<file path="src/rtl/assert_macros.svh">
// Assertion macros for the RTL file that carries checks.
`ifndef ASSERT_MACROS_SVH
`define ASSERT_MACROS_SVH

// Concurrent property on the rising clock edge, off while reset is asserted.
`define ACDW_ASSERT(name, prop, msg) \
  name: assert property (@(posedge clk_i) disable iff (!rst_ni) (prop)) else $error(msg);

// Implication form built on the macro above.
`define ACDW_ASSERT_IMP(name, ante, cons, msg) \
  `ACDW_ASSERT(name, (ante) |-> (cons), msg)

`endif

</file>
<file path="src/rtl/acdw_pkg.sv">
// Types and constants of the congestion window controller.
`timescale 1ns / 1ps

package acdw_pkg;

  localparam int unsigned WinW  = 16;
  localparam int unsigned SeqW  = 31;
  localparam int unsigned DupW  = 8;

  localparam logic [WinW-1:0] WinMax      = 16'hFFFF;
  localparam logic [WinW-1:0] ThreshReset = 16'd128;
  localparam logic [DupW-1:0] DupMax      = 8'd255;
  localparam logic [DupW-1:0] DupTrigger  = 8'd3;
  localparam logic [WinW-1:0] FastRecAdd  = 16'd3;

  // Command codes on the input tuser bit
  localparam logic CmdAck     = 1'b0;
  localparam logic CmdTimeout = 1'b1;

  typedef enum logic [1:0] {
    PhSlowStart = 2'd0,
    PhCongAvoid = 2'd1,
    PhFastRec   = 2'd2
  } phase_e;

  typedef enum logic [1:0] {
    KindNew     = 2'd0,
    KindDup     = 2'd1,
    KindOld     = 2'd2,
    KindTimeout = 2'd3
  } ack_kind_e;

  // One result item
  typedef struct packed {
    logic [SeqW-1:0] retransmit_seq;
    logic            retransmit;
    ack_kind_e       ack_kind;
    phase_e          phase;
    logic [WinW-1:0] threshold;
    logic [WinW-1:0] window;
  } result_t;

  // Saturating window increment
  function automatic logic [WinW-1:0] win_inc(input logic [WinW-1:0] w);
    win_inc = (w == WinMax) ? WinMax : w + 16'd1;
  endfunction

endpackage

</file>
<file path="src/rtl/acdw_ctrl.sv">
// Window state registers and the per-event update logic.
`timescale 1ns / 1ps

module acdw_ctrl (
  input  logic                       clk_i,
  input  logic                       rst_ni,
  input  logic                       step_i,
  input  logic                       cmd_i,
  input  logic [acdw_pkg::SeqW-1:0]  ack_i,
  input  logic                       cfg_we_i,
  input  logic [acdw_pkg::WinW-1:0]  cfg_data_i,
  output acdw_pkg::result_t          res_o
);

  logic [acdw_pkg::WinW-1:0] cwnd_q, cwnd_d;
  logic [acdw_pkg::WinW-1:0] ssth_q, ssth_d;
  acdw_pkg::phase_e          phase_q, phase_d;
  logic [acdw_pkg::DupW-1:0] dup_q, dup_d;
  logic [acdw_pkg::SeqW-1:0] last_q, last_d;
  logic                      any_q, any_d;

  logic                      is_dup, is_new;
  logic [acdw_pkg::DupW-1:0] dup_inc;
  logic [acdw_pkg::WinW:0]   cwnd_x2;
  logic [acdw_pkg::WinW-1:0] cwnd_half;

  assign is_dup    = any_q && (ack_i == last_q);
  assign is_new    = !any_q || (ack_i > last_q);
  assign dup_inc   = (dup_q == acdw_pkg::DupMax) ? acdw_pkg::DupMax : dup_q + 8'd1;
  assign cwnd_x2   = {cwnd_q, 1'b0};
  assign cwnd_half = {1'b0, cwnd_q[acdw_pkg::WinW-1:1]};

  // Next state for the event held in the input register
  always_comb begin
    logic [acdw_pkg::WinW-1:0] w_tmp;
    w_tmp   = '0;
    cwnd_d  = cwnd_q;
    ssth_d  = ssth_q;
    phase_d = phase_q;
    dup_d   = dup_q;
    last_d  = last_q;
    any_d   = any_q;
    res_o.ack_kind       = acdw_pkg::KindOld;
    res_o.retransmit     = 1'b0;
    res_o.retransmit_seq = '0;
    priority if (cmd_i == acdw_pkg::CmdTimeout) begin
      res_o.ack_kind = acdw_pkg::KindTimeout;
      cwnd_d  = 16'd1;
      phase_d = acdw_pkg::PhSlowStart;
    end else if (is_dup) begin
      res_o.ack_kind = acdw_pkg::KindDup;
      dup_d = dup_inc;
      if (phase_q == acdw_pkg::PhFastRec) begin
        cwnd_d = acdw_pkg::win_inc(cwnd_q);
      end else if (dup_inc == acdw_pkg::DupTrigger) begin
        ssth_d  = cwnd_half;
        cwnd_d  = cwnd_half + acdw_pkg::FastRecAdd;
        phase_d = acdw_pkg::PhFastRec;
        res_o.retransmit     = 1'b1;
        res_o.retransmit_seq = ack_i;
      end
    end else if (is_new) begin
      res_o.ack_kind = acdw_pkg::KindNew;
      dup_d  = '0;
      last_d = ack_i;
      any_d  = 1'b1;
      unique case (phase_q)
        acdw_pkg::PhSlowStart: begin
          if (cwnd_x2 >= {1'b0, ssth_q}) begin
            w_tmp   = acdw_pkg::win_inc(cwnd_q);
            phase_d = acdw_pkg::PhCongAvoid;
          end else begin
            w_tmp = cwnd_x2[acdw_pkg::WinW-1:0];
          end
          if (w_tmp >= ssth_q) begin
            phase_d = acdw_pkg::PhCongAvoid;
          end
          cwnd_d = w_tmp;
        end
        acdw_pkg::PhFastRec: begin
          phase_d = acdw_pkg::PhCongAvoid;
          cwnd_d  = (ssth_q == '0) ? 16'd1 : ssth_q;
        end
        default: begin
          cwnd_d = acdw_pkg::win_inc(cwnd_q);
        end
      endcase
    end
    res_o.window    = cwnd_d;
    res_o.threshold = ssth_d;
    res_o.phase     = phase_d;
  end

  // State registers; a threshold write reloads the threshold
  always_ff @(posedge clk_i or negedge rst_ni) begin
    if (!rst_ni) begin
      cwnd_q  <= 16'd1;
      ssth_q  <= acdw_pkg::ThreshReset;
      phase_q <= acdw_pkg::PhSlowStart;
      dup_q   <= '0;
      last_q  <= '0;
      any_q   <= 1'b0;
    end else if (cfg_we_i) begin
      ssth_q <= cfg_data_i;
    end else if (step_i) begin
      cwnd_q  <= cwnd_d;
      ssth_q  <= ssth_d;
      phase_q <= phase_d;
      dup_q   <= dup_d;
      last_q  <= last_d;
      any_q   <= any_d;
    end
  end

endmodule

</file>
<file path="src/rtl/ack_driven_congestion_window.sv">
// Reno-style congestion window controller: stream ports, input and result registers.
// Each event passes the input register and then the result register on its way to the master side.
// Throughput: one event per cycle when the master side is ready. The state update is
// one pass of logic from the input register into the window state and result register.
// Stalls: the result register holds while the master side is not ready; the
// input stalls once both registers are full.
// Reset: window 1, threshold 128, slow start, no ack seen, both stages empty.
// A threshold write reloads the current threshold at once; it waits while an
// event sits in the input register.
`timescale 1ns / 1ps
`include "assert_macros.svh"

module ack_driven_congestion_window (
  input  logic        clk_i,
  input  logic        rst_ni,
  input  logic        s_axis_tvalid,
  output logic        s_axis_tready,
  input  logic [31:0] s_axis_tdata,   // [30:0] ack_number, [31] zero
  input  logic [0:0]  s_axis_tuser,   // [0] command
  output logic        m_axis_tvalid,
  input  logic        m_axis_tready,
  output logic [71:0] m_axis_tdata,   // [15:0] window, [31:16] threshold, [33:32] phase,
                                      // [34] retransmit, [65:35] retransmit_seq, rest zero
  output logic [1:0]  m_axis_tuser,   // [1:0] ack_kind
  input  logic        cfg_valid_i,
  output logic        cfg_ready_o,
  input  logic [15:0] cfg_data_i      // [15:0] initial_threshold
);

  logic                      in_vld_q;
  logic                      cmd_q;
  logic [acdw_pkg::SeqW-1:0] ack_q;
  logic                      out_vld_q;
  acdw_pkg::result_t         out_q;
  acdw_pkg::result_t         res;
  logic                      advance;
  logic                      cfg_we;

  // Threshold writes only while no event is held, so no state update is lost
  assign cfg_ready_o   = !in_vld_q;
  assign cfg_we        = cfg_valid_i && cfg_ready_o;
  assign advance       = in_vld_q && (!out_vld_q || m_axis_tready);
  assign s_axis_tready = !in_vld_q || advance;

  // Input register
  always_ff @(posedge clk_i or negedge rst_ni) begin
    if (!rst_ni) begin
      in_vld_q <= 1'b0;
    end else if (s_axis_tready) begin
      in_vld_q <= s_axis_tvalid;
    end
  end

  always_ff @(posedge clk_i) begin
    if (s_axis_tvalid && s_axis_tready) begin
      cmd_q <= s_axis_tuser[0];
      ack_q <= s_axis_tdata[acdw_pkg::SeqW-1:0];
    end
  end

  acdw_ctrl u_ctrl (
    .clk_i      (clk_i),
    .rst_ni     (rst_ni),
    .step_i     (advance),
    .cmd_i      (cmd_q),
    .ack_i      (ack_q),
    .cfg_we_i   (cfg_we),
    .cfg_data_i (cfg_data_i),
    .res_o      (res)
  );

  // Result register
  always_ff @(posedge clk_i or negedge rst_ni) begin
    if (!rst_ni) begin
      out_vld_q <= 1'b0;
    end else if (!out_vld_q || m_axis_tready) begin
      out_vld_q <= in_vld_q;
    end
  end

  always_ff @(posedge clk_i) begin
    if (advance) begin
      out_q <= res;
    end
  end

  assign m_axis_tvalid = out_vld_q;
  assign m_axis_tuser  = out_q.ack_kind;
  assign m_axis_tdata  = {6'd0, out_q.retransmit_seq, out_q.retransmit, out_q.phase,
                          out_q.threshold, out_q.window};

  // Checks
  `ACDW_ASSERT_IMP(a_rtx_in_fast_rec, out_vld_q && out_q.retransmit,
    out_q.phase == acdw_pkg::PhFastRec && out_q.ack_kind == acdw_pkg::KindDup,
    "retransmit outside a duplicate entering fast recovery")
  `ACDW_ASSERT_IMP(a_window_nonzero, out_vld_q, out_q.window != '0,
    "window is zero")
  `ACDW_ASSERT_IMP(a_timeout_resets, out_vld_q && out_q.ack_kind == acdw_pkg::KindTimeout,
    out_q.window == 16'd1 && out_q.phase == acdw_pkg::PhSlowStart,
    "timeout result not back in slow start with window one")
  `ACDW_ASSERT_IMP(a_stage_moves, in_vld_q && !out_vld_q, ##1 out_vld_q,
    "held event did not reach the empty result register")

endmodule

</file>
<file path="config.mk">
export PLATFORM = sky130hd
export DESIGN_NAME = ack_driven_congestion_window
export DESIGN_NICKNAME = d
export VERILOG_FILES = /design/src/rtl/acdw_pkg.sv /design/src/rtl/acdw_ctrl.sv /design/src/rtl/ack_driven_congestion_window.sv
export VERILOG_INCLUDE_DIRS = /design/src /design/src/rtl
export SDC_FILE = /design/constraint.sdc
export NUM_CORES = 1
export LEC_CHECK = 0
export BUFFER_PORTS_ARGS = -buffer_cell sky130_fd_sc_hd__clkbuf_2
export CAP_MARGIN = 15
export CORE_UTILIZATION = 40
export CTS_CLUSTER_DIAMETER = 60
export CTS_CLUSTER_SIZE = 8
export DETAILED_ROUTE_END_ITERATION = 7
export MAX_ROUTING_LAYER = met4
export SLEW_MARGIN = 20
export SYNTH_ARGS = -nofsm -noshare
export SYNTH_HDL_FRONTEND = slang
export SYNTH_HIERARCHICAL = 1
export SYNTH_SLANG_ARGS = --single-unit
export TNS_END_PERCENT = 100
</file>
<file path="constraint.sdc">
create_clock -name clk_i -period 4.6 [get_ports clk_i]
set_input_delay 0.46 -clock clk_i [delete_from_list [all_inputs] [get_ports clk_i]]
set_output_delay 0.46 -clock clk_i [all_outputs]
set_load 0.05 [all_outputs]
</file>
**After elaboration in Yosys (flattened, before gate mapping)**

Index checks and enable logic that the tools add are counted.

- Bits of input ports: 54
- Word-level logic and storage cells: 85
- Output and inout port bits: 77
- Bits in registers: 176

- Add/sub/neg operators: 3
- Eq/ne operators: 5
- Mux-type cells: 33
- Order comparisons: 3
- Bitwise operators: 4
- Reductions and logical operators: 20

Operators with widths:

| cell | count |
|---|---|
| 16-bit two-way mux | 18 |
| 16-bit one-hot mux with 2 select lines | 1 |
| 31-bit equality test | 1 |
| 31-bit > comparator | 1 |
| 8-bit two-way mux | 3 |
| 2-bit two-way mux | 9 |
| 17-bit by 16-bit greater-or-equal comparator with 1-bit output | 1 |
| 15-bit by 2-bit adder with 16-bit output, second input constant | 1 |
| 16-bit by 1-bit adder with 16-bit output, second input constant | 1 |
| 16-bit equality test, second input constant | 1 |
| 16-bit greater-or-equal comparator | 1 |
| 16-bit logical NOT | 1 |
| 8-bit by 1-bit adder with 8-bit output, second input constant | 1 |
| 8-bit by 2-bit equality test with 1-bit output, second input constant | 1 |
| 8-bit equality test, second input constant | 1 |
| 5-bit AND reduction | 1 |
| 1-bit logical AND | 4 |
| 1-bit NOT | 4 |
| 2-bit one-hot mux with 2 select lines | 1 |
| 4-bit AND reduction | 1 |
| 2-bit nonzero test | 2 |
| 4-bit OR reduction | 1 |
| 1-bit logical NOT | 3 |
| 1-bit logical OR | 3 |
| other kinds (6) | 6 |

**Depth between registers and ports, before layout**

Gate-level depths: netlist of run 1.

- Word-level depth: 13
- Gate-level depth with buffers: 20

**Modules after synthesis**

The synthesis of run 1 kept the hierarchy.

Modules (own cells, without submodules):

| module | cells an instance | area each (um2) | instances |
|---|---|---|---|
| acdw_ctrl | 890 | 7,036.7 | 1 |
| ack_driven_congestion_window | 117 | 3,164.3 | 1 |

**Worst setup path before layout of run 1**

Ideal clock, no wire load.

- Kind: register to register
- From: register u_ctrl/ssth_q[7] (netlist bit)
- To: register out_q, in the netlist m_axis_tdata[32], data pin
- Path slack: 0.627 ns
- Period minus slack after synthesis: 3.973 ns
- Required time: 4.332 ns
- Cell stages (with the launch flop): 19
- Library setup time: 0.268 ns
- Arrival: 3.705 ns
- Path through: dfstp_2 > inv_1 > ha_1 > nand4_1 > a2111o_1 > a21o_1 > buf_2 > nand2_1 > buf_2 > buf_1 > a21oi_1 > ha_1 > a21o_1 > a21o_1 > a21oi_1 > nor2_1 > or3_1 > a21oi_1 > o31ai_1

RTL lines:

| item | line | source |
|---|---|---|
| start, declared | acdw_ctrl.sv:16 | `logic [acdw_pkg::WinW-1:0] ssth_q, ssth_d;` |
| start signal, assigned | acdw_ctrl.sv:98 | `ssth_q <= acdw_pkg::ThreshReset;` |
| start signal, assigned | acdw_ctrl.sv:104 | `ssth_q <= cfg_data_i;` |
| start signal, assigned | acdw_ctrl.sv:107 | `ssth_q <= ssth_d;` |
| end signal, assigned | ack_driven_congestion_window.sv:83 | `out_q <= res;` |
| end, declared | ack_driven_congestion_window.sv:34 | `acdw_pkg::result_t out_q;` |

==> run summary, run 1 <==
- **synthesized area** 0.0102 mm^2
- **clk_skew** 0.0152 ns
- **mean cell area of the mapped netlist** 10.1 um^2
- **fraction of layout instances using a drive strength above 1** 22.4%
- **# IOs** 131
- **pre-CTS worst setup slack** 0.540 ns
- **area occupied by multi-input gates** 0.00481 mm^2
- **TritonCTS Buffers** 17
- **wire length of the first global-routing pass** 43700 um
- **share of the yosys chip area belonging to registers** 48.1%
- **number of detailed-routing iterations run before antenna repair** 7
- **residual overflow from global routing** 0
- **Residual DRC** 0
- **total negative slack for setup checks** 0 ns
- **power per standard cell area** 624 mW/mm^2
- **Final Slew Violations** 0
- **clock buffer depth** 2
- **vias in the first global route** 7903
- **fraction of met2 tracks used by global routing** 36.9%
- **half-perimeter wire length after placement** 20500 um
- **Synth top area share** 29.4%
- **number of synthesized register bits** 176
- **vias per inst** 5.58
- **Tightest Pin Transition** 0.932 ns
- **fraction of registers with async set or reset after synthesis** 43.2%
- **final cell count without fillers** 1476
- **required time of the critical path** 4.78 ns
- **ANT nets after route** 0
- **sequential cell area in the final layout** 0.00491 mm^2
- **IO buf count** 123
- **type of the worst setup path** reg -> reg
- **Most Used Layer, Global Route** met2
- **antenna cells** 0
- **setup repair after global routing missed its margin** false
- **global placer's final weighted congestion** 0.972
- **routed wire length** 28300 um
- **std cell rows** 58
- **max-cap violations** 0
- **core box area** 0.0251 mm^2
- **number of antenna violations at the first check in global routing** 0
- **height of the die** 162 um
- **count of unique library cells instantiated by Yosys** 82
- **most repeated cell in the gate-level netlist after synthesis** sky130_fd_sc_hd__edfxtp_1
- **worst-skew pair later-pin latency** 0.44 ns
- **Die Footprint** 0.0261 mm^2
- **status** finished, final reports clean
- **Tcrit/Tclk final** 89.4%
- **most frequent cells after synthesis** 100 x sky130_fd_sc_hd__edfxtp_1, 90 x sky130_fd_sc_hd__nor2_1, 83 x sky130_fd_sc_hd__nand2_1, 74 x sky130_fd_sc_hd__dfrtp_1, 73 x sky130_fd_sc_hd__a21oi_1
- **H-Tree Depth** 4
- **number of resized instances in the post-cts repair step** 0
- **Worst setup EP type** flip-flop
- **Cells after DPL** 1444
- **GRT met1 Usage** 28.6%
- **CP Max Fanout** 17
- **CTS Sinks** 176
- **pin count of the biggest net entering global routing** 49
- **crit path setup slack, layout** 0.487 ns
- **Post-synth top flop** sky130_fd_sc_hd__edfxtp_1
- **number of hold violations in the final report** 0
- **Relative slew margins** 37.9%
- **Setup Viol. Count Final** 0
- **Wirelength per Cell** 19.2 um
- **routed via count** 8241
- **width of the die** 162 um
- **Peak supply drop** 0.297 mV
- **clock slew at reported path FFs** 0.08 ns
- **global-route total usage across every layer** 22.8%
- **Starting Density** 40.6%
- **Synth area leaders** sky130_fd_sc_hd__edfxtp_1 29%, sky130_fd_sc_hd__dfrtp_1 18%, sky130_fd_sc_hd__ha_1 8.1%
- **synthesized instance count** 1007
- **Area Growth Syn to Fin** 16.8%
- **number of setup buffers added after CTS** 0
- **post-cts hold buffer count** 0
- **PnR Total Power** 7.43 mW
- **post-synthesis cell type with the largest combined area** sky130_fd_sc_hd__edfxtp_1
- **min-delay worst type** in -> async
- **worst reg2reg path depth** 16
- **f_max** 243 MHz
- **total number of nets in the final design** 1253
- **TritonCTS clock tree** done
- **startpoint types** flip-flop
- **leakage dissipation** 5.16 nW
- **Post-Route Utilization** 47.4%
- **count of flip-flops with a built-in enable after synthesis** 100
- **Data arrival, critical path** 4.29 ns
- **fill count** 2423
- **cell at the root of the clock tree** sky130_fd_sc_hd__clkbuf_16
- **Ys Warns** 6
- **Period minus WS final** 4.11 ns
- **Initial DRC Count** 613
- **met3 layer usage reported by global route** 3.91%
==> placed cells by master (no fill, tap or decap), types with 4 or more instances in the layout <==
master / instances
sky130_fd_sc_hd__a41oi_1: 4
sky130_fd_sc_hd__or3_1: 5
sky130_fd_sc_hd__xnor2_1: 10
sky130_fd_sc_hd__inv_1: 60
sky130_fd_sc_hd__o22a_1: 5
sky130_fd_sc_hd__nor2b_1: 6
sky130_fd_sc_hd__o22ai_1: 7
sky130_fd_sc_hd__clkinv_8: 5
sky130_fd_sc_hd__dfrtp_1: 74
sky130_fd_sc_hd__o21ai_0: 69
sky130_fd_sc_hd__edfxtp_1: 100
sky130_fd_sc_hd__nand2_1: 83
sky130_fd_sc_hd__clkbuf_16: 17
sky130_fd_sc_hd__nor4_1: 13
sky130_fd_sc_hd__mux2_2: 37
sky130_fd_sc_hd__nor2_1: 90
sky130_fd_sc_hd__buf_4: 43
sky130_fd_sc_hd__nand2b_1: 8
sky130_fd_sc_hd__and2_1: 37
sky130_fd_sc_hd__o211ai_1: 5
sky130_fd_sc_hd__o21a_1: 12
sky130_fd_sc_hd__a211oi_1: 11
sky130_fd_sc_hd__ha_1: 66
sky130_fd_sc_hd__clkbuf_2: 122
sky130_fd_sc_hd__conb_1: 6
sky130_fd_sc_hd__nor3_1: 8
sky130_fd_sc_hd__a311oi_1: 4
sky130_fd_sc_hd__a21o_1: 5
sky130_fd_sc_hd__a31oi_1: 6
sky130_fd_sc_hd__o31ai_1: 6
sky130_fd_sc_hd__a21oi_1: 73
sky130_fd_sc_hd__o41ai_1: 4
sky130_fd_sc_hd__and3_1: 5
sky130_fd_sc_hd__mux2i_1: 20
sky130_fd_sc_hd__nand3_1: 23
sky130_fd_sc_hd__nand4_1: 16
sky130_fd_sc_hd__a221oi_1: 5
==> stage by stage <==
step / area, um^2 / hold slack [ns]
4_1_cts: 11900 / 0.0755
5_1_grt: 11900 / 0.101
6_report: 11900 / 0.0614
3_5_place_dp: 11300 / 0.481
3_3_place_gp: 11300 / 0.468
2_1_floorplan: 10200 / 0.164
==> flip-flops by register name (all words and copies together) (netlist names) <==
| register | cells |
|---|---|
| ack_q | 31 |
| cmd_q | 1 |
| in_vld_q | 1 |
| m_axis_tdata | 66 |
| m_axis_tuser | 2 |
| m_axis_tvalid | 1 |
| u_ctrl/any_q | 1 |
| u_ctrl/cwnd_q | 16 |
| u_ctrl/dup_q | 8 |
| u_ctrl/last_q | 31 |
| u_ctrl/phase_q | 2 |
| u_ctrl/ssth_q | 16 |
==> final cells by class <==
type                            count  area share (%)
Tap cell                          330            3.47
Inverter                           61            1.92
Clock inverter                     15            1.63
Multi-Input combinational cell    712            40.4
Clock buffer                       17            3.57
Timing Repair Buffer              165            7.83
Sequential cell                   176            41.2
==> critical path, cell delays in order (launching register included) <==
cell and delay (ns):
sky130_fd_sc_hd__dfstp_2 0.62, sky130_fd_sc_hd__ha_1 0.16, sky130_fd_sc_hd__nor2b_1 0.15, sky130_fd_sc_hd__o21ai_0 0.11, sky130_fd_sc_hd__a2111o_1 0.49, sky130_fd_sc_hd__a21o_1 0.23, sky130_fd_sc_hd__nand2_1 0.23, sky130_fd_sc_hd__buf_4 0.28
sky130_fd_sc_hd__nand2_1 0.08, sky130_fd_sc_hd__ha_1 0.26, sky130_fd_sc_hd__nand2b_1 0.13, sky130_fd_sc_hd__a21oi_1 0.14, sky130_fd_sc_hd__o21ai_0 0.11, sky130_fd_sc_hd__a211oi_1 0.27, sky130_fd_sc_hd__o21ai_0 0.14, sky130_fd_sc_hd__a21oi_1 0.34
sky130_fd_sc_hd__o31ai_1 0.11
==> power by group <==
part,internal (mW),switching (mW)
Combinational,1.35,2.18
Sequential,2.06,0.323
Clock,0.785,0.728
Total,4.19,3.23
==> path summary, 6_finish.rpt <==
check | end | start | slack [ns]
worst max-delay path | m_axis_tdata[32] | u_ctrl/cwnd_q[0] | 0.49
worst min-delay path | u_ctrl/ssth_q[12] | rst_ni | 0.06
worst max register to register | m_axis_tdata[32] | u_ctrl/cwnd_q[0] | 0.49
worst min register to register | u_ctrl/last_q[0] | u_ctrl/last_q[0] | 0.50
max in group asynchronous | u_ctrl/cwnd_q[0] | rst_ni | 3.60
min in group clk_i | ack_q[23] | s_axis_tdata[23] | 0.19
==> cell families (layout without fill, tap and decap cells) <==
| group | after synthesis | count (layout) | synth area share (%) |
|---|---|---|---|
| fa+ha+maj | 66 | 66 | 8.10 |
| simple gates | 316 | 316 | 15.6 |
| compound gates | 255 | 255 | 16.1 |
| buf+inv | 124 | 258 | 4.98 |
| mux | 57 | 57 | 6.05 |
| xor+xnor | 12 | 12 | 1.03 |
| flops | 176 | 176 | 48.1 |
| other cells | 1 | 6 | 0.0368 |
==> metal layers <==
| layer | share of wire (%) | wire length, um | vias to the layer above |
|---|---|---|---|
| met1 | 43 | 12200 | 3968 |
| met4 | 2.7 | 773 | 0 |
| met5 | 0 | 0 | - |
| li1 | - | - | 3919 |
| met2 | 48 | 13600 | 304 |
| met3 | 5.9 | 1660 | 50 |
(Power assumes the default switching activity.)
==> run 2: changes to the inputs <==
--- a/config.mk
+++ b/config.mk
@@ -6,13 +6,17 @@
 export SDC_FILE = /design/constraint.sdc
 export NUM_CORES = 1
 export LEC_CHECK = 0
-export BUFFER_PORTS_ARGS = -buffer_cell sky130_fd_sc_hd__clkbuf_2
 export CAP_MARGIN = 15
+export CELL_PAD_IN_SITES_DETAIL_PLACEMENT = 0
+export CELL_PAD_IN_SITES_GLOBAL_PLACEMENT = 1
 export CORE_UTILIZATION = 40
+export CTS_BUF_LIST = sky130_fd_sc_hd__clkbuf_16
 export CTS_CLUSTER_DIAMETER = 60
 export CTS_CLUSTER_SIZE = 8
 export DETAILED_ROUTE_END_ITERATION = 7
+export DONT_BUFFER_PORTS = 1
 export MAX_ROUTING_LAYER = met4
+export PLACE_DENSITY_LB_ADDON = 0.1
 export SLEW_MARGIN = 20
 export SYNTH_ARGS = -nofsm -noshare
 export SYNTH_HDL_FRONTEND = slang
==> run 2 against run 1 <==
Against the previous run:
- fmax is 2.0% lower
- total power fell by 0.21%
- non-clock buffer count down 121
- setup slack worse by 0.083 ns
- global-route usage grew 1.0 points
- via count shrank 6.2%
- clock skew is 0.0073 ns higher
- design area shrank 5.0%
- core utilization decreased by 2.4 points
- critical endpoint unchanged
==> run summary, run 2 (synthesized netlist as in run 1, its figures left out) <==
- **Combinational Power Share** 44.5%, -3.0 points
- **Internal Dissipation** 4.12 mW, -1.7%
- **CP Max Fanout** 9, -8
- **Initial DRC Count** 524, -15%
- **clock buffer depth** 2, unchanged
- **total negative slack for setup checks** 0 ns, unchanged
- **height of the die** 162 um, unchanged
- **switching power** 3.29 mW, +1.8%
- **pin count of the biggest net entering global routing** 77, +57%
- **startpoint types** flip-flop
- **residual overflow from global routing** 0, unchanged
- **worst-skew pair later-pin latency** 0.44 ns, about the same
- **status** finished, final reports clean
- **cell at the root of the clock tree** sky130_fd_sc_hd__clkbuf_16
- **max-cap violations** 0, unchanged
- **net switching fraction of the power** 44.4%, +0.87 points
- **TritonCTS Buffers** 17, unchanged
- **most common cell type on the critical path** sky130_fd_sc_hd__a21oi_1
- **Area Growth Syn to Fin** 10.9%
- **leakage dissipation** 4.65 nW, -9.8%
- **clk_skew** 0.0224 ns, +0.00725 ns
- **clock slew at reported path FFs** 0.08 ns, about the same
- **wire length of the first global-routing pass** 45100 um, +3.3%
- **sequential group share of total power** 35.5%, +3.4 points
- **f_max** 238 MHz, -2.0%
- **Tightest Pin Transition** 0.849 ns, -0.0822 ns
- **required time of the critical path** 4.78 ns, about the same
- **critical path cell sequence** inv_1, ha_1, nor2b_1, o21ai_0, a2111o_1, a21o_1, nand2_1, buf_4, nor2_1, a21oi_1, ha_1, a21oi_1, nor2b_1, o21ai_0, nand2_1, or3_1, a21oi_1, o31ai_1
- **fraction of layout instances using a drive strength above 1** 13.2%, -9.3 points
- **TritonCTS clock tree** done
- **PnR Total Power** 7.41 mW, -0.21%
- **global-route total usage across every layer** 23.8%, +1.0 points
- **min-delay worst type** in -> reg
- **type of the worst setup path** reg -> reg
- **finished layout cell area** 0.0113 mm^2, -5.0%
- **half-perimeter wire length after placement** 21000 um, +2.5%
- **power per standard cell area** 655 mW/mm^2, +5.1%
- **Relative slew margins** 43.2%, +5.3 points
- **# IOs** 131, unchanged
- **Worst setup EP type** flip-flop
- **largest stage delay on the critical path** 0.49 ns, -0.13 ns
- **IO buf count** 0, -100%
- **Wirelength per Cell** 21.6 um, +13%
- **routed via count** 7727, -6.2%
- **DP Area** 0.0107 mm^2, -5.5%
- **most frequent cells in the layout** 100 x sky130_fd_sc_hd__edfxtp_1, 90 x sky130_fd_sc_hd__nor2_1, 83 x sky130_fd_sc_hd__nand2_1
- **Slowest-stage cell, CP** sky130_fd_sc_hd__a2111o_1
- **Bufs and invs on worst path** 2, +1
- **std cell rows** 58, unchanged
- **vias per inst** 5.69, +2.0%
- **Peak supply drop** 0.262 mV, -12%
- **global placer's final weighted congestion** 0.916, -5.8%
- **Data arrival, critical path** 4.38 ns, +0.09 ns
- **proportion of power drawn by the clock network** 20.0%, -0.4 points
- **leading cell type in the layout, fill and taps excluded** sky130_fd_sc_hd__edfxtp_1
- **Top delay family on crit path** compound AO/OA/AOI/OAI gates
- **Die Footprint** 0.0261 mm^2, unchanged
- **Residual DRC** 0, unchanged
- **Tcrit/Tclk final** 91.2%, +1.8 points
- **Starting Density** 40.6%, unchanged
- **number of detailed-routing iterations run before antenna repair** 5, -2
- **sequential cell area in the final layout** 0.00491 mm^2, unchanged
- **routed wire length** 29300 um, +3.6%
- **vias in the first global route** 7653, -3.2%
- **total number of nets in the final design** 1132, -9.7%
- **Final Slew Violations** 0, unchanged
- **number of antenna violations at the first check in global routing** 1, +1
- **CTS Sinks** 176, unchanged
- **number of setup buffers added after CTS** 0, unchanged
- **Setup Viol. Count Final** 0, unchanged
- **setup repair after global routing missed its margin** false
- **core box area** 0.0251 mm^2, unchanged
- **fill count** 2472, +2.0%
- **H-Tree Depth** 4, unchanged
- **width of the die** 162 um, unchanged
- **ANT nets after route** 0, unchanged
- **Period minus WS final** 4.20 ns, +0.0833 ns
- **number of flip-flops under the largest register name** 66, unchanged
- **number of hold violations in the final report** 0, unchanged
- **area occupied by multi-input gates** 0.00481 mm^2, about the same
## run 2: final timing paths
kind,slack (ns),cells after the start,from,end
min reg2reg,0.51,2,u_ctrl/last_q[0],u_ctrl/last_q[0]
max,0.40,18,u_ctrl/ssth_q[1],m_axis_tdata[32]
min,0.11,0,s_axis_tdata[8],ack_q[8]
min in group asynchronous,0.56,2,rst_ni,u_ctrl/ssth_q[13]
max reg2reg,0.40,18,u_ctrl/ssth_q[1],m_axis_tdata[32]
max in group asynchronous,3.60,2,rst_ni,u_ctrl/dup_q[7]
## run 2: final cells by class
class | count | share of cell area [%]
Clock buffer | 17 | 3.76
Multi-Input combinational cell | 712 | 42.6
Timing Repair Buffer | 44 | 3.12
Inverter | 61 | 2.02
Tap cell | 330 | 3.65
Clock inverter | 15 | 1.47
Sequential cell | 176 | 43.4
Antenna cell | 2 | 0.0442
## run 2: repair_timing
| action | 4_1_cts | 5_1_grt |
|---|---|---|
| gates resized for setup | 0 | 0 |
| hold buffers | 2 | 0 |
| endpoints found under the hold margin | 76 | 0 |
## run 2: through the flow
step                cells  setup slack, ns  utilization, %  hold slack [ns]
finish               1357            0.403            45.1            0.110
global route         1356           0.0817            45.0           0.0916
CTS                  1355            0.381            45.0           0.0926
detailed placement   1321            0.423            42.5            0.169
global placement     1321            0.463            42.5            0.168
floorplan            1012            0.627               -            0.164
## run 2: metal layers
| metal | track usage (%) | wire (um) | vias up | part of all wire [%] |
|---|---|---|---|---|
| li1 | - | - | 3684 | - |
| met1 | 29.7 | 12800 | 3734 | 44 |
| met2 | 39.0 | 14300 | 261 | 49 |
| met3 | 3.96 | 1440 | 48 | 4.9 |
| met4 | 8.53 | 822 | 0 | 2.8 |
| met5 | - | 0 | - | 0 |
## run 2: power by group through the flow
stage	Clock, mW	Combinational (mW)	Sequential, mW
after global placement	0	3.24	2.66
after CTS	1.53	3.29	2.64
after floorplan	0	2.28	2.58
after detailed placement	0	3.24	2.67
final	1.48	3.30	2.63
after global routing	1.58	3.67	2.67
==> run 3: changes to the inputs <==
==> constraint.sdc (replaced) <==
create_clock -name clk_i -period 3.8 [get_ports clk_i]
set_input_delay 0.38 -clock clk_i [delete_from_list [all_inputs] [get_ports clk_i]]
set_output_delay 0.38 -clock clk_i [all_outputs]
set_load 0.05 [all_outputs]
==> run 3 against run 2 <==
Against the previous run:
- sequential power grew 20%
- flip-flop and latch count is the same
- hold slack lost 0.076 ns
- register-to-register slack lost 0.22 ns
- die area is the same
- core utilization grew 1.7 points
- global-route usage grew 0.25 points
- via count grew 2.0%
- clock skew shrank 0.0040 ns
- largest power group unchanged
==> run summary, run 3 (synthesized netlist as in run 1, its figures left out) <==
- **residual overflow from global routing** 0, unchanged
- **f_max** 277 MHz, +16%
- **antenna cells** 0, -2
- **H-Tree Depth** 4, unchanged
- **Final Slew Violations** 0, unchanged
- **Worst setup EP type** flip-flop
- **# IOs** 131, unchanged
- **max-cap violations** 0, unchanged
- **Setup Viol. Count Final** 0, unchanged
- **total negative slack for setup checks** 0 ns, unchanged
- **fraction of layout instances using a drive strength above 1** 17.6%, +4.4 points
- **required time of the critical path** 3.96 ns, -0.82 ns
- **Relative slew margins** 40.4%, -2.8 points
- **vias in the first global route** 7694, +0.54%
- **CTS Sinks** 176, unchanged
- **Die Footprint** 0.0261 mm^2, unchanged
- **leakage dissipation** 4.90 nW, +5.4%
- **status** finished, final reports clean
- **Residual DRC** 0, unchanged
- **most frequent cells in the layout** 100 x sky130_fd_sc_hd__edfxtp_1, 92 x sky130_fd_sc_hd__buf_4, 90 x sky130_fd_sc_hd__nor2_1
- **finished layout cell area** 0.0117 mm^2, +3.7%
- **cell at the root of the clock tree** sky130_fd_sc_hd__clkbuf_16
- **power per standard cell area** 788 mW/mm^2, +20%
- **number of detailed-routing iterations run before antenna repair** 5, unchanged
- **global-route total usage across every layer** 24.0%, +0.25 points
- **Period minus WS final** 3.61 ns, -0.582 ns
- **clk_skew** 0.0184 ns, -0.00400 ns
- **std cell rows** 58, unchanged
- **PnR Total Power** 9.24 mW, +25%
- **min-delay worst type** in -> reg
- **TritonCTS clock tree** done
- **clock slew at reported path FFs** 0.09 ns, about the same
- **clock buffer depth** 2, unchanged
- **CP Max Fanout** 6, -3
- **TritonCTS Buffers** 17, unchanged
- **startpoint types** flip-flop
- **worst-skew pair later-pin latency** 0.44 ns, about the same
- **Tcrit/Tclk final** 95.1%, +3.9 points
- **number of antenna violations at the first check in global routing** 0, -1
- **global placer's final weighted congestion** 0.904, -1.3%
- **width of the die** 162 um, unchanged
- **Tightest Pin Transition** 0.888 ns, +0.0384 ns
- **Wirelength per Cell** 21.1 um, -2.3%
- **Peak supply drop** 0.377 mV, +44%
- **Starting Density** 40.6%, unchanged
- **vias per inst** 5.60, -1.6%
- **pin count of the biggest net entering global routing** 77, unchanged
- **Data arrival, critical path** 3.78 ns, -0.60 ns
- **routed via count** 7880, +2.0%
- **type of the worst setup path** reg -> reg
- **routed wire length** 29700 um, +1.2%
- **number of hold violations in the final report** 0, unchanged
- **core box area** 0.0251 mm^2, unchanged
- **IO buf count** 0, unchanged
- **ANT nets after route** 0, unchanged
- **total number of nets in the final design** 1184, +4.6%
- **leading cell type in the layout, fill and taps excluded** sky130_fd_sc_hd__edfxtp_1
- **half-perimeter wire length after placement** 21600 um, +2.6%
- **wire length of the first global-routing pass** 45800 um, +1.6%
- **DP Area** 0.0111 mm^2, +3.5%
- **Initial DRC Count** 578, +10%
- **number of flip-flops under the largest register name** 66, unchanged
- **Area Growth Syn to Fin** 15.0%
- **height of the die** 162 um, unchanged
==> run 3: power breakdown <==
| part | internal, mW | switching (mW) | leakage [nW] |
|---|---|---|---|
| combinational | 1.81 | 2.49 | 2.71 |
| clock | 0.887 | 0.892 | 0.288 |
| sequential | 2.51 | 0.647 | 1.91 |
==> run 3: what timing repair did <==
action / in CTS / in global routing
endpoints found under the setup margin: 0 / 2
setup buffers: 0 / 3
hold buffers: 2 / 0
resized for setup: 0 / 7
hold endpoints to repair: 76 / 0
==> run 3: layout make-up <==
type                            count  area [um^2]
Fill cell                        2438        13400
Sequential cell                   176         4910
Multi-Input combinational cell    712         4830
Timing Repair Buffer               96          759
Clock buffer                       17          425
Tap cell                          330          413
Inverter                           61          229
Clock inverter                     14          168
==> run 3: layer usage <==
metal  GRT usage (%)  part of all wire (%)  vias up
met4            6.95                   1.9        0
li1                -                     -     3784
met5               -                     0        -
met1            31.0                    45     3852
met2            39.4                    49      212
met3            3.50                   3.8       32
==> run 3: path summary, 6_finish.rpt <==
kind	startpoint	to	slack, ns	cells after the start
max	u_ctrl/ssth_q[1]	m_axis_tdata[32]	0.19	16
min	s_axis_tdata[22]	ack_q[22]	0.03	0
max reg2reg	u_ctrl/ssth_q[1]	m_axis_tdata[32]	0.19	16
min reg2reg	u_ctrl/last_q[0]	u_ctrl/last_q[0]	0.50	2
max in group asynchronous	rst_ni	in_vld_q	2.92	2
min in group asynchronous	rst_ni	u_ctrl/ssth_q[12]	0.49	2
==> run 3: through the flow <==
stage | hold WS [ns] | util (%) | setup WS, ns | cells
2_1_floorplan | 0.0844 | - | 0.0154 | 1012
4_1_cts | 0.0199 | 46.5 | 0.00479 | 1403
3_5_place_dp | 0.0894 | 44.0 | 0.0371 | 1370
5_1_grt | 0.00784 | 46.7 | -0.00938 | 1406
6_report | 0.0344 | 46.7 | 0.185 | 1406
3_3_place_gp | 0.0893 | 44.0 | 0.0288 | 1370
==> run 3: critical path, stage by stage, from the launching register on <==
cell                       delay [ns]
sky130_fd_sc_hd__dfrtp_1         0.35
sky130_fd_sc_hd__inv_1           0.07
sky130_fd_sc_hd__ha_1            0.27
sky130_fd_sc_hd__nor2b_2         0.14
sky130_fd_sc_hd__o21ai_0         0.10
sky130_fd_sc_hd__a2111o_1        0.42
sky130_fd_sc_hd__a21o_1          0.23
sky130_fd_sc_hd__nand2_4         0.11
sky130_fd_sc_hd__mux2_2          0.34
sky130_fd_sc_hd__ha_1            0.18
sky130_fd_sc_hd__a21o_1          0.15
sky130_fd_sc_hd__a21o_1          0.17
sky130_fd_sc_hd__a21oi_1         0.15
sky130_fd_sc_hd__nor2_1          0.06
sky130_fd_sc_hd__or3_4           0.38
sky130_fd_sc_hd__a21oi_4         0.15
sky130_fd_sc_hd__o31ai_1         0.08
